<file path="src/sv/assert_macros.svh">
// ---------------------------------------------------------------------------
// Assertion macros
// Shared concurrent assertion wrappers, clocked on clk and disabled in rst.
// ---------------------------------------------------------------------------
`ifndef ASSERT_MACROS_SVH
`define ASSERT_MACROS_SVH

// The property must hold at every clock edge outside reset.
`define ASSERT_CLK(lbl, prop, msg) \
  lbl: assert property (@(posedge clk) disable iff (rst) prop) else $error(msg);

// The condition must never be true at a clock edge outside reset.
`define ASSERT_NEVER(lbl, cond, msg) \
  lbl: assert property (@(posedge clk) disable iff (rst) !(cond)) else $error(msg);

`endif

</file>
<file path="src/sv/mwd_pkg.sv">
// ---------------------------------------------------------------------------
// mwd_pkg
// Shared widths, word types and job flags of the median window despiker.
// ---------------------------------------------------------------------------
package mwd_pkg;

  // Default configuration of the filter.
  localparam int unsigned WINDOW_DEFAULT     = 5;
  localparam int unsigned COUNT_BITS_DEFAULT = 16;

  // Fixed field widths.
  localparam int unsigned SV_W      = 22;
  localparam int unsigned PAYLOAD_W = 64;
  localparam int unsigned COUNT_W   = 16;

  typedef logic [SV_W-1:0]      speed_t;
  typedef logic [PAYLOAD_W-1:0] record_t;

  // Input word: one sample of a cast.
  typedef struct packed {
    speed_t  sample_sv;
    record_t payload;
    logic    is_last;
  } sample_t;

  // Output word: one decided sample.
  typedef struct packed {
    speed_t             out_sv;
    record_t            out_payload;
    logic               keep;
    logic               last_of_cast;
    logic [COUNT_W-1:0] removed_count;
  } result_t;

  // Control flags of one decision job.
  typedef struct packed {
    logic test;  // compare against the median
    logic last;  // the job closes the cast
  } job_flags_t;

endpackage

</file>
<file path="src/sv/mwd_window.sv">
// ---------------------------------------------------------------------------
// mwd_window
// Sample window shift register, cast sample counter and registered median.
// On each accepted word it also works out which window slots become decided.
// ---------------------------------------------------------------------------
module mwd_window #(
  parameter int unsigned WINDOW = mwd_pkg::WINDOW_DEFAULT
) (
  input  logic                         clk,
  input  logic                         rst,
  input  logic                         accept,
  input  mwd_pkg::sample_t             sample,
  output mwd_pkg::speed_t              win_speed  [WINDOW],
  output mwd_pkg::record_t             win_record [WINDOW],
  output mwd_pkg::speed_t              median,
  output logic                         job_req,
  output logic [$clog2(WINDOW)-1:0]    job_from,
  output logic [$clog2(WINDOW)-1:0]    job_to,
  output mwd_pkg::job_flags_t          job_flags
);

  localparam int unsigned IDX_W = $clog2(WINDOW);
  localparam int unsigned CNT_W = $clog2(WINDOW + 1);
  localparam int unsigned HALF  = WINDOW / 2;

  mwd_pkg::speed_t  speed_next  [WINDOW];
  mwd_pkg::record_t record_next [WINDOW];
  mwd_pkg::speed_t  median_next;
  logic [CNT_W-1:0] seen;
  logic [CNT_W-1:0] seen_inc;
  logic [CNT_W-1:0] lt_cnt [WINDOW];
  logic [CNT_W-1:0] le_cnt [WINDOW];

  // Window contents after the incoming sample is shifted in at the top.
  always_comb begin
    for (int i = 0; i < WINDOW - 1; i++) begin
      speed_next[i]  = win_speed[i+1];
      record_next[i] = win_record[i+1];
    end
    speed_next[WINDOW-1]  = sample.sample_sv;
    record_next[WINDOW-1] = sample.payload;
  end

  // Median by rank: a value is the median when at most HALF entries lie below
  // it and more than HALF lie at or below it.
  always_comb begin
    median_next = speed_next[0];
    for (int i = 0; i < WINDOW; i++) begin
      lt_cnt[i] = '0;
      le_cnt[i] = '0;
      for (int j = 0; j < WINDOW; j++) begin
        lt_cnt[i] = lt_cnt[i] + CNT_W'(speed_next[j] <  speed_next[i]);
        le_cnt[i] = le_cnt[i] + CNT_W'(speed_next[j] <= speed_next[i]);
      end
      if ((lt_cnt[i] <= CNT_W'(HALF)) && (le_cnt[i] > CNT_W'(HALF))) begin
        median_next = speed_next[i];
      end
    end
  end

  // Sample count of the cast including the incoming one, saturating.
  assign seen_inc = (seen == CNT_W'(WINDOW)) ? seen : seen + 1'b1;

  // Range of window slots decided by the incoming sample.
  always_comb begin
    job_flags.last = sample.is_last;
    if (seen_inc < CNT_W'(WINDOW)) begin
      // Short cast so far: release everything unchecked at its end.
      job_req        = sample.is_last;
      job_from       = IDX_W'(CNT_W'(WINDOW) - seen_inc);
      job_to         = IDX_W'(WINDOW - 1);
      job_flags.test = 1'b0;
    end else begin
      job_req        = 1'b1;
      job_from       = (seen == CNT_W'(WINDOW - 1)) ? '0 : IDX_W'(HALF);
      job_to         = sample.is_last ? IDX_W'(WINDOW - 1) : IDX_W'(HALF);
      job_flags.test = 1'b1;
    end
  end

  // Cast sample counter; cleared by the closing sample.
  always_ff @(posedge clk) begin
    if (rst) begin
      seen <= '0;
    end else if (accept) begin
      seen <= sample.is_last ? '0 : seen_inc;
    end
  end

  // Window and median storage. Stale slots are never read once a new cast
  // starts, so they need no clearing.
  always_ff @(posedge clk) begin
    if (accept) begin
      for (int i = 0; i < WINDOW; i++) begin
        win_speed[i]  <= speed_next[i];
        win_record[i] <= record_next[i];
      end
      median <= median_next;
    end
  end

endmodule

</file>
<file path="src/sv/mwd_decide.sv">
// ---------------------------------------------------------------------------
// mwd_decide
// Walks the decided window slots one per cycle while the output register is
// free, tests each against the median and tolerance, keeps the spike tally and drives that register.
// ---------------------------------------------------------------------------
module mwd_decide #(
  parameter int unsigned WINDOW     = mwd_pkg::WINDOW_DEFAULT,
  parameter int unsigned COUNT_BITS = mwd_pkg::COUNT_BITS_DEFAULT
) (
  input  logic                         clk,
  input  logic                         rst,
  input  mwd_pkg::speed_t              tolerance,
  input  logic                         accept,
  input  logic                         job_req,
  input  logic [$clog2(WINDOW)-1:0]    job_from,
  input  logic [$clog2(WINDOW)-1:0]    job_to,
  input  mwd_pkg::job_flags_t          job_flags,
  input  mwd_pkg::speed_t              win_speed  [WINDOW],
  input  mwd_pkg::record_t             win_record [WINDOW],
  input  mwd_pkg::speed_t              median,
  output logic                         job_free,
  output logic                         result_valid,
  input  logic                         result_ready,
  output mwd_pkg::result_t             result
);

  localparam int unsigned IDX_W = $clog2(WINDOW);
  localparam int unsigned SHOW  = (COUNT_BITS < mwd_pkg::COUNT_W) ? COUNT_BITS
                                                                 : mwd_pkg::COUNT_W;

  logic                      job_valid;
  logic [IDX_W-1:0]          job_pos;
  logic [IDX_W-1:0]          job_end;
  mwd_pkg::job_flags_t       flags;
  logic [COUNT_BITS-1:0]     tally;
  logic [COUNT_BITS-1:0]     tally_next;
  logic                      adv;
  logic                      job_done;
  logic                      is_final;
  logic                      spike;
  mwd_pkg::speed_t           cur_sv;
  mwd_pkg::speed_t           diff;

  // One slot moves to the output register whenever that register is free.
  assign adv      = job_valid && (!result_valid || result_ready);
  assign job_done = adv && (job_pos == job_end);
  assign job_free = !job_valid || job_done;
  assign is_final = flags.last && (job_pos == job_end);

  // Spike test of the current slot.
  assign cur_sv = win_speed[job_pos];
  assign diff   = (cur_sv > median) ? cur_sv - median : median - cur_sv;
  assign spike  = flags.test && (tolerance != '0) && (diff > tolerance);

  // Saturating spike count including the current slot.
  assign tally_next = (spike && (tally != '1)) ? tally + 1'b1 : tally;

  // Job registers: slot range still to be emitted.
  always_ff @(posedge clk) begin
    if (rst) begin
      job_valid <= 1'b0;
    end else if (accept) begin
      job_valid <= job_req;
    end else if (job_done) begin
      job_valid <= 1'b0;
    end
  end

  always_ff @(posedge clk) begin
    if (accept) begin
      job_pos <= job_from;
      job_end <= job_to;
      flags   <= job_flags;
    end else if (adv) begin
      job_pos <= job_pos + 1'b1;
    end
  end

  // Spike tally of the current cast.
  always_ff @(posedge clk) begin
    if (rst) begin
      tally <= '0;
    end else if (adv) begin
      tally <= is_final ? '0 : tally_next;
    end
  end

  // Output register.
  always_ff @(posedge clk) begin
    if (rst) begin
      result_valid <= 1'b0;
    end else if (adv) begin
      result_valid <= 1'b1;
    end else if (result_ready) begin
      result_valid <= 1'b0;
    end
  end

  always_ff @(posedge clk) begin
    if (adv) begin
      result.out_sv        <= cur_sv;
      result.out_payload   <= win_record[job_pos];
      result.keep          <= !spike;
      result.last_of_cast  <= is_final;
      result.removed_count <= is_final ? mwd_pkg::COUNT_W'(tally_next[SHOW-1:0]) : '0;
    end
  end

endmodule

</file>
<file path="src/sv/median_window_despike.sv">
// ---------------------------------------------------------------------------
// median_window_despike
// Flags spikes in a cast of sound-speed samples against the median of a
// window of WINDOW samples that is centered on each sample and clamped at the
// cast ends. Every sample comes out once, in order, with a keep flag; the word
// closing the cast carries the saturating spike count. Casts shorter than
// WINDOW pass unchanged, and a tolerance of zero keeps everything. While
// result_ready is high, the block emits one result word per cycle from its
// output register and takes one sample per cycle as long as each sample
// decides at most one earlier sample. A sample that decides k samples
// (WINDOW/2+1 when a cast's window first fills, up to WINDOW at the end of a
// cast, the whole cast for a short cast) holds sample_ready low until the last
// of them moves to the output register, as the single compare path reads one
// window slot per cycle while that register is free. The first result word
// that a sample decides passes the job registers and then the output register.
// sample_ready is low during reset. Write the tolerance only while idle.
// ---------------------------------------------------------------------------
`include "assert_macros.svh"

module median_window_despike #(
  parameter int unsigned WINDOW     = mwd_pkg::WINDOW_DEFAULT,
  parameter int unsigned COUNT_BITS = mwd_pkg::COUNT_BITS_DEFAULT
) (
  input  logic               clk,
  input  logic               rst,
  input  logic               cfg_we,
  input  mwd_pkg::speed_t    cfg_wdata,
  input  logic               sample_valid,
  output logic               sample_ready,
  input  mwd_pkg::sample_t   sample,
  output logic               result_valid,
  input  logic               result_ready,
  output mwd_pkg::result_t   result
);

  localparam int unsigned IDX_W = $clog2(WINDOW);

  mwd_pkg::speed_t      tolerance;
  logic                 accept;
  logic                 job_free;
  logic                 job_req;
  logic [IDX_W-1:0]     job_from;
  logic [IDX_W-1:0]     job_to;
  mwd_pkg::job_flags_t  job_flags;
  mwd_pkg::speed_t      win_speed  [WINDOW];
  mwd_pkg::record_t     win_record [WINDOW];
  mwd_pkg::speed_t      median;

  // Tolerance register.
  always_ff @(posedge clk) begin
    if (rst) begin
      tolerance <= '0;
    end else if (cfg_we) begin
      tolerance <= cfg_wdata;
    end
  end

  // A word is taken once the pending decisions are done or finishing, and
  // never while the block is in reset.
  assign sample_ready = job_free && !rst;
  assign accept       = sample_valid && sample_ready;

  mwd_window #(
    .WINDOW (WINDOW)
  ) u_window (
    .clk        (clk),
    .rst        (rst),
    .accept     (accept),
    .sample     (sample),
    .win_speed  (win_speed),
    .win_record (win_record),
    .median     (median),
    .job_req    (job_req),
    .job_from   (job_from),
    .job_to     (job_to),
    .job_flags  (job_flags)
  );

  mwd_decide #(
    .WINDOW     (WINDOW),
    .COUNT_BITS (COUNT_BITS)
  ) u_decide (
    .clk          (clk),
    .rst          (rst),
    .tolerance    (tolerance),
    .accept       (accept),
    .job_req      (job_req),
    .job_from     (job_from),
    .job_to       (job_to),
    .job_flags    (job_flags),
    .win_speed    (win_speed),
    .win_record   (win_record),
    .median       (median),
    .job_free     (job_free),
    .result_valid (result_valid),
    .result_ready (result_ready),
    .result       (result)
  );

  // The spike count is reported only on the word that closes a cast.
  `ASSERT_CLK(a_count_on_last, result_valid && !result.last_of_cast |-> result.removed_count == '0, "removed_count set on a word that does not close the cast")

  // Nothing is dropped while the filter is disabled.
  `ASSERT_NEVER(a_drop_needs_tol, result_valid && !result.keep && (tolerance == '0), "sample dropped with zero tolerance")

endmodule
</file>
<file path="config.mk">
export PLATFORM = sky130hd
export DESIGN_NAME = median_window_despike
export DESIGN_NICKNAME = d
export VERILOG_FILES = /design/src/sv/mwd_pkg.sv /design/src/sv/mwd_window.sv /design/src/sv/mwd_decide.sv /design/src/sv/median_window_despike.sv
export VERILOG_INCLUDE_DIRS = /design/src /design/src/sv
export SDC_FILE = /design/constraint.sdc
export NUM_CORES = 1
export LEC_CHECK = 0
export ABC_AREA = 0
export BUFFER_PORTS_ARGS = -buffer_cell sky130_fd_sc_hd__buf_2
export CORE_MARGIN = 10
export CORE_UTILIZATION = 59
export DETAILED_ROUTE_END_ITERATION = 8
export PLACE_DENSITY = 0.85
export SYNTH_ARGS = -nofsm -noshare
export SYNTH_HDL_FRONTEND = slang
export SYNTH_SLANG_ARGS = --single-unit
</file>
<file path="constraint.sdc">
create_clock -name clk -period 15.7 [get_ports clk]
set_clock_uncertainty 0.1 [all_clocks]
set_input_delay 3.14 -clock clk [delete_from_list [all_inputs] [get_ports clk]]
set_output_delay 3.14 -clock clk [all_outputs]
set_load 0.005 [all_outputs]
</file>
# Word-level counts from Yosys, hierarchy flattened
# Index checks and enable logic that the tools add are counted.
[classes] n_addsub=38 n_lt_le_gt_ge=52 eq_ne=4 muxes=26 bitwise=1 reduce_logical=22
[op_table] op="22-bit less-or-equal comparator" count=20
[op_table] op="22-bit less-than comparator" count=20
[op_table] op="64-bit binary-select mux with 3-bit select" count=1
[op_table] op="22-bit 2-to-1 mux" count=7
[op_table] op="64-bit 2-to-1 mux" count=2
[op_table] op="3-bit by 1-bit adder with 3-bit output" count=24
[op_table] op="22-bit binary-select mux with 3-bit select" count=1
[op_table] op="22-bit greater-than comparator" count=2
[op_table] op="22-bit subtractor" count=2
[op_table] op="16-bit 2-to-1 mux" count=2
[op_table] op="22-bit nonzero test" count=1
[op_table] op="3-bit 2-to-1 mux" count=6
[op_table] op="1-bit by 1-bit adder with 2-bit output" count=8
[op_table] op="16-bit by 1-bit adder with 16-bit output, second input constant" count=1
[op_table] op="16-bit != test, second input constant" count=1
[op_table] op="3-bit by 2-bit greater-than comparator with 1-bit output, second input constant" count=4
[op_table] op="3-bit by 2-bit less-or-equal comparator with 1-bit output, second input constant" count=4
[op_table] op="1-bit logical AND" count=12
[op_table] op="3-bit by 1-bit adder with 3-bit output, second input constant" count=2
[op_table] op="3-bit == test, second input constant" count=2
[op_table] op="1-bit 2-to-1 mux" count=6
[op_table] op="2-bit nonzero test" count=3
[op_table] op="4-bit greater-or-equal comparator, second input constant" count=1
[op_table] op="1-bit logical NOT" count=4
[op_table] op="other kinds (6)" count=7
[totals] ff_bits=607 output_inout_bits=106

# Longest topological paths before layout
# Gate-level depths: netlist of the first run.
[logic_depth] ltp_word=11 mapped_depth=27

# Modules after synthesis
# From an unflattened synthesis of the first run, not the netlist that was laid out.
[unflattened] cells_unflattened=2659 hier_area_um2=32560.0
[by_module_without_submodules] module="mwd_window" instances=1 cells_per_inst=1359 area_each_um2=20524.7 seq_area_each_um2=13633.1
[by_module_without_submodules] module="mwd_decide" instances=1 cells_per_inst=1227 area_each_um2=11220.8 seq_area_each_um2=3723.6
[by_module_without_submodules] module="median_window_despike" instances=1 cells_per_inst=73 area_each_um2=814.5 seq_area_each_um2=440.4

# Worst setup path after synthesis of the first run
# No wires, ideal clock.
[synth_timing] path_kind="in2reg" startpoint="input port result_ready" endpoint="register u_decide.job_pos[2] (data pin)" setup_ps=643 arrival_time_ps=13264 required_ps=14957 setup_slack_ps=1692 cell_stages=6 cell_sequence="nand2b_1 > nand2_1 > a21oi_1 > nand2_1 > inv_1 > o21ai_0"
[synth_between] elab_chain_cells=7
[synth_lines] item="start, declared" line_no="median_window_despike.sv:32" source="input logic result_ready,"
[synth_lines] item="1-bit logical OR" line_no="mwd_decide.sv:45" source="assign adv = job_valid && (!result_valid || result_ready);"
[synth_lines] item="1-bit logical AND" line_no="mwd_decide.sv:45"
[synth_lines] item="1-bit logical AND" line_no="mwd_decide.sv:46" source="assign job_done = adv && (job_pos == job_end);"
[synth_lines] item="1-bit logical OR" line_no="mwd_decide.sv:47" source="assign job_free = !job_valid || job_done;"
[synth_lines] item="1-bit logical AND" line_no="median_window_despike.sv:60" source="assign sample_ready = job_free && !rst;"
[synth_lines] item="net sample_ready" line_no="median_window_despike.sv:29" source="output logic sample_ready,"
[synth_lines] item="1-bit logical AND" line_no="median_window_despike.sv:61" source="assign accept = sample_valid && sample_ready;"
[synth_lines] item="net accept" line_no="median_window_despike.sv:39" source="logic accept;"
[synth_lines] item="3-bit 2-to-1 mux" line_no="mwd_decide.sv:70" source="if (accept) begin"
[synth_lines] item="end signal, assigned" line_no="mwd_decide.sv:71" source="job_pos <= job_from;"
[synth_lines] item="end signal, assigned" line_no="mwd_decide.sv:75" source="job_pos <= job_pos + 1'b1;"
[synth_lines] item="end, declared" line_no="mwd_decide.sv:32" source="logic [IDX_W-1:0] job_pos;"
# The timed path passes the listed nets, and every way through them passes these cells.
# A chain may end at the register's enable or synchronous reset.

# Final worst setup path of the first run
[layout_timing] startpoint="register u_decide.job_pos[0]" endpoint="register u_decide.tally[15]"
[layout_between] elab_chain_cells=11 word_cells_on_any_way=15
[layout_lines] item="3-bit inverter with 4-bit output (not written as such) (*)" line_no="mwd_decide.sv:51" source="assign cur_sv = win_speed[job_pos];"
[layout_lines] item="22-bit binary-select mux with 3-bit select (*)" line_no="mwd_decide.sv:51"
[layout_lines] item="22-bit 2-to-1 mux (not written as such) (*) (2 in a row)" line_no="mwd_decide.sv:51"
[layout_lines] item="net u_decide.cur_sv[18]" line_no="mwd_decide.sv:41" source="mwd_pkg::speed_t cur_sv;"
[layout_lines] item="22-bit subtractor or 22-bit greater-than comparator (tied branches)" line_no="mwd_decide.sv:52" source="assign diff = (cur_sv > median) ? cur_sv - median : median - cur_sv;"
[layout_lines] item="22-bit 2-to-1 mux (*)" line_no="mwd_decide.sv:52"
[layout_lines] item="22-bit greater-than comparator (*)" line_no="mwd_decide.sv:53" source="assign spike = flags.test && (tolerance != '0) && (diff > tolerance);"
[layout_lines] item="1-bit logical AND (*)" line_no="mwd_decide.sv:53"
[layout_lines] item="1-bit logical AND (*)" line_no="mwd_decide.sv:56" source="assign tally_next = (spike && (tally != '1)) ? tally + 1'b1 : tally;"
[layout_lines] item="16-bit 2-to-1 mux (*)" line_no="mwd_decide.sv:56"
[layout_lines] item="16-bit 2-to-1 mux (*)" line_no="mwd_decide.sv:84" source="tally <= is_final ? '0 : tally_next;"
[layout_lines] item="end signal, assigned" line_no="mwd_decide.sv:84"
[layout_lines] item="end, declared" line_no="mwd_decide.sv:35" source="logic [COUNT_BITS-1:0] tally;"
# The timed path passes the listed nets; every way through them passes the cells marked *. The select of a mux whose other input is x is not followed.

==> summary.txt, run 1 <==
# IOs - 220
Post-Layout Cell Count - 3556
Pleak - 14.92 nW
minimum clock period - 8.056 ns
IO buf count - 219
status - complete, no violations
Reg2Reg Depth - 24
global-route usage over all layers - 25.55%
Seq cells post-synth - 606
Die Width - 253.0 um
switching part of the total - 30.72%
Reg2Reg Setup Slack - 7.64 ns
clk slew on worst S/H paths - 0.06 ns
share of layout cells above drive strength 1 - 12.10%
setup TNS - 0 ns
GR Util met1 - 34.70%
Post-synth top cells - 563 x edfxtp_1, 313 x ha_1, 222 x mux2i_1
Least-Margin Pin Slew - 1.221 ns
initial antenna violation count - 1
Initial Util - 59.54%
PostCTS Resize Cnt - 0
Seq/Total Area, Yosys - 55.45%
peak supply drop - 0.00008701 V
Top Usage Layer GRT - met2
cell area after layout - 35830 sq um
Routed WL per cell - 23.45 um
FP Rows - 85
RSZ-0062 raised after global routing - no
endpoint class of the critical path - flip-flop
reg2reg end - u_decide.tally[15]$_SDFFE_PP0P_
number of flops mapped to enable cells by yosys - 563
vias per cell - 6.304
H-tree lvl count - 2
cell count after synthesis - 2616
maxcap violations - 0
Filler Cell Count - 3804
M2 GR Usage - 41.79%
most common cell in the netlist - edfxtp_1
ys async rst share - 0%
hpwl dp - 58840 um
met3 Usage GRT - 3.773%
predominant post-synthesis flop cell - edfxtp_1
Post-DP Area - 33780 sq um
pwr dens - 129.1 nW/um^2
RePlAce Congestion - 0.9650
Hold Path Cell Cnt - 0
# setup viols final - 0
Final Hold Vio Count - 0
CP startpoint kind - flip-flop
final critical-path share of the clock period - 51.31%
post-synthesis area per instance - 12.25 sq um
Rel. slew slack - 18.59%
WP data required - 16.15 ns
syn nets - 3054
DR pass1 iterations - 8
Max Fanout on Critical Path - 75
routed vias - 22420
post-route ant nets - 0
Unique masters post-synth - 68
cts hold-fix bufs - 0
area added between synthesis and finish - 11.83%
P_int - 3.204 mW
CP Class - reg2reg
DIE AREA - 64030 sq um
Seq pwr share - 42.3%
final hold slack - 0.3432 ns
nets@finish - 3247
CTS Buf Count - 59
die height - 253.0 um
Routed WL - 83400 um
clock share of power - 32.5%
hold worst-path end - u_window.win_record[274]$_DFFE_PP_
global route overflow - 0
Core Footprint - 53810 sq um
Gate power share - 25.2%
CTS tree - built
CTS Sinks - 606
Fmax achieved - 0.1241 GHz
DR iter-0 viols - 2318
synth warn - 0
first-pass GRT wire length - 128700 um
Synth top area share - 52.76%
DRC viols - 0
r2r startpoint - u_decide.job_pos[0]$_DFFE_PP_
Inst Count DP - 3444
clk buf depth - 3
largest net degree at the start of global routing - 150
cell area after synthesis - 32040 sq um
Switch Pwr - 1.421 mW
cell taking the most area after synthesis - edfxtp_1
Root Driver - clkbuf_16
hold crit path type - reg2reg
WP data arrival - 8.51 ns
min-delay src - u_window.win_record[210]$_DFFE_PP_
worst skew pair latency - 0.65 ns
setup bufs post-CTS - 0
Pins Over Slew Limit - 0
vias in the first global route - 22430
synth top area cells - edfxtp_1 53%, ha_1 12%, mux2i_1 6.9%
## cells by family after synthesis
| kind of cell | after synthesis | share of synthesized area [%] |
|---|---|---|
| adder cells (fa/ha/maj) | 324 | 12.91 |
| XOR/XNOR | 37 | 1.011 |
| flip-flops | 606 | 55.45 |
| AND/OR/NAND/NOR | 488 | 7.251 |
| AO/OA/AOI/OAI | 616 | 12.55 |
| buffers and inverters | 322 | 3.854 |
| multiplexers | 223 | 6.970 |
## through the flow
stage	power (mW)	util, %	setup WS [ns]
2_1_floorplan	2.812	-	1.692
3_3_place_gp	3.082	62.77	7.820
3_5_place_dp	3.130	62.77	7.705
4_1_cts	4.622	66.58	7.644
5_1_grt	4.829	66.59	7.128
6_report	4.625	66.59	7.644
## critical path: stages, from the launching register on
cell and delay [ns]:
edfxtp_1 0.33, buf_4 0.64, nor2b_4 0.45, buf_4 0.78, a21oi_1 0.18, o22a_1 0.23, inv_1 0.08, ha_1 0.34
nand3_1 0.15, or4_4 0.55, o31ai_4 0.29, a21o_1 0.16, o31ai_4 0.07, buf_4 0.26, or4_1 0.53, a32oi_1 0.19
xnor2_1 0.10, ha_1 0.31, nand4_1 0.14, nor4_1 0.45, a221o_1 0.30, a211oi_4 0.10, or4_1 0.63, or4_1 0.42
nand3_1 0.10
## worst max-delay path by stage
stage	cells after the start	slack, ns	from	to
global route	24	7.13	u_decide.job_pos[0]$_DFFE_PP_	u_decide.tally[15]$_SDFFE_PP0P_
CTS	24	7.64	u_decide.job_pos[0]$_DFFE_PP_	u_decide.tally[15]$_SDFFE_PP0P_
detailed placement	24	7.70	u_decide.job_pos[0]$_DFFE_PP_	u_decide.tally[15]$_SDFFE_PP0P_
floorplan	6	1.69	result_ready	u_decide.job_pos[2]$_DFFE_PP_
finish	24	7.64	u_decide.job_pos[0]$_DFFE_PP_	u_decide.tally[15]$_SDFFE_PP0P_
global placement	18	7.82	sample[68]	u_window.median[7]$_DFFE_PP_
## area by class of cell
cell class / count / area (sq um) / area share (%)
Multi-Input combinational cell: 1688 / 13080 / 36.51
Clock inverter: 41 / 531.8 / 1.484
Sequential cell: 606 / 17770 / 49.58
Timing Repair Buffer: 238 / 1239 / 3.457
Inverter: 216 / 820.8 / 2.291
Antenna cell: 1 / 2.502 / 0.006983
Tap cell: 696 / 870.8 / 2.430
Clock buffer: 70 / 1518 / 4.235
## metal layers
| metal | part of all wire (%) | wire [um] |
|---|---|---|
| met1 | 41 | 34480 |
| met2 | 48 | 40240 |
| met3 | 7.8 | 6496 |
| met4 | 2.6 | 2183 |
| met5 | 0 | 0 |
## power by group through the flow
stage | Combinational, mW | Clock [mW] | Sequential [mW]
finish | 1.16 | 1.50 | 1.96
global route | 1.28 | 1.58 | 1.96
CTS | 1.15 | 1.52 | 1.95
detailed placement | 1.14 | 0 | 1.99
global placement | 1.10 | 0 | 1.98
floorplan | 0.823 | 0 | 1.99
## flip-flops by register name, indices dropped and copies added, names as in the netlist
| name | flops |
|---|---|
| u_decide.job_valid | 1 |
| u_decide.flags | 2 |
| u_decide.tally | 16 |
| u_window.seen | 3 |
| u_decide.job_end | 2 |
| u_decide.result | 104 |
| tolerance | 22 |
| u_decide.result_valid | 1 |
| u_window.median | 22 |
| u_window.win_record | 320 |
| u_decide.job_pos | 3 |
| u_window.win_speed | 110 |
## placed cells by master, fill, tap and decap left out, types with 12 or more instances in the layout
cell,n
mux2i_1,222
nor3_1,27
o22ai_1,66
inv_1,214
o221ai_1,24
a22oi_1,22
a211oi_1,13
o21ai_0,63
o211ai_1,12
nor2_1,182
nor2b_1,19
edfxtp_1,563
nand2b_1,19
dfxtp_1,43
clkbuf_16,59
clkinv_2,12
o21a_1,12
nand3_1,23
nand4_1,61
a21o_1,117
buf_4,19
a21oi_1,201
nand2_1,96
xor2_1,16
xnor2_1,21
o22a_1,21
buf_2,219
nor4_1,16
ha_1,313
Power figures use the tool's default switching activity.
==> inputs of run 2 (changes only) <==
==> constraint.sdc (replaced) <==
create_clock -name clk -period 7.5 [get_ports clk]
set_clock_uncertainty 0.1 [all_clocks]
set_input_delay 1.5 -clock clk [delete_from_list [all_inputs] [get_ports clk]]
set_output_delay 1.5 -clock clk [all_outputs]
set_load 0.005 [all_outputs]
==> run 2 against run 1 <==
Effect of this change:
- sequential share of layout area down 0.11 points
- non-clock buffer count up 12
- worst setup slack worse by 7.0 ns
- hold slack gained 0.0029 ns
- clock power is 100% higher
- combinational power is 110% higher
- cell area grew 0.21%
- register-to-register slack lost 7.0 ns
- first-iteration DRC count down 8.8%
- fmax is 17% higher
- total power is 110% higher
- largest power group unchanged
==> summary.txt, run 2 (synthesized netlist as in run 1, its figures left out) <==
Crit-path slowest cell - or4_1
# IOs - 220 (unchanged)
total power - 9.538 mW (+110%)
Root Driver - clkbuf_16
min-delay src - u_window.win_record[165]$_DFFE_PP_
Initial Util - 59.54% (unchanged)
endpoint class of the critical path - flip-flop
RePlAce Congestion - 0.9762 (+1.2%)
worst skew pair latency - 0.64 ns (about the same)
Inst Count DP - 3455 (+0.32%)
DRC viols - 0 (unchanged)
CTS tree - built
Pins Over Slew Limit - 0 (unchanged)
vias in the first global route - 22390 (-0.20%)
cts hold-fix bufs - 0 (unchanged)
Biggest register - u_window.win_record
CP delay by family, top - simple AND/OR/NAND/NOR gates
reg2reg end - u_decide.tally[15]$_SDFFE_PP0P_
WP data arrival - 7.34 ns (-1.17 ns)
initial antenna violation count - 12 (+11)
final critical-path share of the clock period - 91.98% (+41 points)
# setup viols final - 0 (unchanged)
RSZ-0062 raised after global routing - no
Final Hold Vio Count - 0 (unchanged)
FP Rows - 85 (unchanged)
share of layout cells above drive strength 1 - 12.48% (+0.38 points)
Routed WL per cell - 23.35 um (-0.44%)
die height - 253.0 um (unchanged)
pwr dens - 265.6 nW/um^2 (+110%)
Pleak - 14.94 nW (+0.18%)
critical path's most frequent cell - buf_4
status - complete, no violations
clk slew on worst S/H paths - 0.06 ns (about the same)
Post-Place Worst Slack - 0.4404 ns (-7.264 ns)
CP startpoint kind - flip-flop
max reg flops - 320 (unchanged)
minimum clock period - 6.898 ns (-1.158 ns)
first-pass GRT wire length - 128100 um (-0.48%)
global route overflow - 0 (unchanged)
DIE AREA - 64030 sq um (unchanged)
routed vias - 22530 (+0.52%)
Core Footprint - 53810 sq um (unchanged)
largest net degree at the start of global routing - 140 (-6.7%)
hpwl dp - 59740 um (+1.5%)
Reg2Reg Setup Slack - 0.60 ns (-7.04 ns)
commonest cells after routing, fill and taps aside - 563 x edfxtp_1, 313 x ha_1, 222 x mux2i_1, 219 x buf_2, 214 x inv_1
CTS Buf Count - 59 (unchanged)
Reg2Reg Depth - 23 (-4.2%)
Routed WL - 83410 um (about the same)
Post-Layout Cell Count - 3572 (+0.45%)
Hold Path Cell Cnt - 0 (unchanged)
nets@finish - 3259 (+0.37%)
Post-Route Utilization - 66.73% (+0.14 points)
final worst slack - 0.6016 ns (-7.042 ns)
hold crit path type - reg2reg
DR pass1 iterations - 6 (-2)
global-route usage over all layers - 25.41% (-0.15 points)
WP data required - 7.94 ns (-8.21 ns)
crit-path cells - buf_4 > buf_4 > mux2i_1 > o22a_1 > inv_1 > ha_1 > nand2_2 > or4_4 > o31ai_4 > a21o_1 > o31ai_4 > buf_4 > a2111oi_0 > a21oi_1 > xor2_1 > ha_1 > nand4_1 > nor4_1 > a221o_1 > a211oi_4 > or4_1 > or4_1 > nand3_1
peak supply drop - 0.0001805 V (+110%)
Fmax achieved - 0.1450 GHz (+17%)
post-route ant nets - 0 (unchanged)
Least-Margin Pin Slew - 1.014 ns (-0.2075 ns)
r2r startpoint - u_decide.job_pos[0]$_DFFE_PP_
H-tree lvl count - 2 (unchanged)
vias per cell - 6.308 (about the same)
clk buf depth - 3 (unchanged)
leading registers by flop count - u_window.win_record: 320 flops, u_window.win_speed: 110 flops, u_decide.result: 104 flops
worst path bufs/invs - 4 (unchanged)
maxcap violations - 0 (unchanged)
commonest non-fill, non-tap cell in the layout - edfxtp_1
CP Class - reg2reg
IO buf count - 219 (unchanged)
Die Width - 253.0 um (unchanged)
hold worst-path end - u_window.win_record[229]$_DFFE_PP_
CTS Sinks - 606 (unchanged)
area added between synthesis and finish - 12.07%
Max Fanout on Critical Path - 25 (-67%)
Rel. slew slack - 32.35% (+14 points)
DR iter-0 viols - 2114 (-8.8%)
Worst path max stage delay - 0.61 ns (-0.17 ns)
-- run 2: area by class of cell --
cell class,instances,area (sq um)
fill,3804,17900
sequential,606,17770
multi-input combinational,1688,13090
clock buffer,71,1521
timing repair buffer,250,1379
tap,696,870.8
inverter,216,817.0
clock inverter,37,441.7
antenna,8,20.02
-- run 2: timing repair --
item	in CTS	in global routing
endpoints found under the hold margin	0	0
setup endpoints to repair	0	5
gates resized for setup	0	1
buffers inserted	0	1
-- run 2: worst max-delay path by stage --
stage                                              from                         endpoint  slack, ns  cells past startpoint
final                     u_decide.job_pos[0]$_DFFE_PP_  u_decide.tally[15]$_SDFFE_PP0P_       0.60                     23
after global routing      u_decide.job_pos[0]$_DFFE_PP_  u_decide.tally[15]$_SDFFE_PP0P_       0.21                     24
after CTS                 u_decide.job_pos[2]$_DFFE_PP_  u_decide.tally[15]$_SDFFE_PP0P_       0.40                     24
after detailed placement  u_decide.job_pos[2]$_DFFE_PP_  u_decide.tally[15]$_SDFFE_PP0P_       0.44                     24
after global placement    u_decide.job_pos[2]$_DFFE_PP_  u_decide.tally[15]$_SDFFE_PP0P_       0.59                     24
after floorplan                            result_ready      u_decide.flags[0]$_DFFE_PP_      -1.78                      5
-- run 2: power by group --
group,internal (mW),switching [mW]
clock network,1.70,1.30
logic,0.954,1.49
registers,3.96,0.135
-- run 2: per-layer routing --
layer,GRT usage (%),vias to the layer above,share of wire [%]
met3,4.326,172,7.9
li1,-,10290,-
met2,40.42,1032,47
met5,0,-,0.058
met4,9.601,8,3.5
met1,34.47,11030,41
-- run 2: worst reg2reg max path, cell delays in order, from the launching register on --
cell       delay, ns
edfxtp_1        0.46
buf_4           0.34
buf_4           0.33
mux2i_1         0.24
o22a_1          0.18
inv_1           0.06
ha_1            0.48
nand2_2         0.14
or4_4           0.57
o31ai_4         0.28
a21o_1          0.16
o31ai_4         0.10
buf_4           0.23
a2111oi_0       0.49
a21oi_1         0.10
xor2_1          0.17
ha_1            0.31
nand4_1         0.15
nor4_1          0.43
a221o_1         0.31
a211oi_4        0.10
or4_1           0.62
or4_1           0.43
nand3_1         0.09
-- run 2: metrics by stage --
stage	hold slack, ns	area, sq um	TNS [ns]
after detailed placement	0.3325	33910	0
final	0.3460	35910	0
after floorplan	0.3257	32060	-818.18
after global placement	0.3295	33910	0
after CTS	0.3401	35870	0
after global routing	0.3506	35910	0
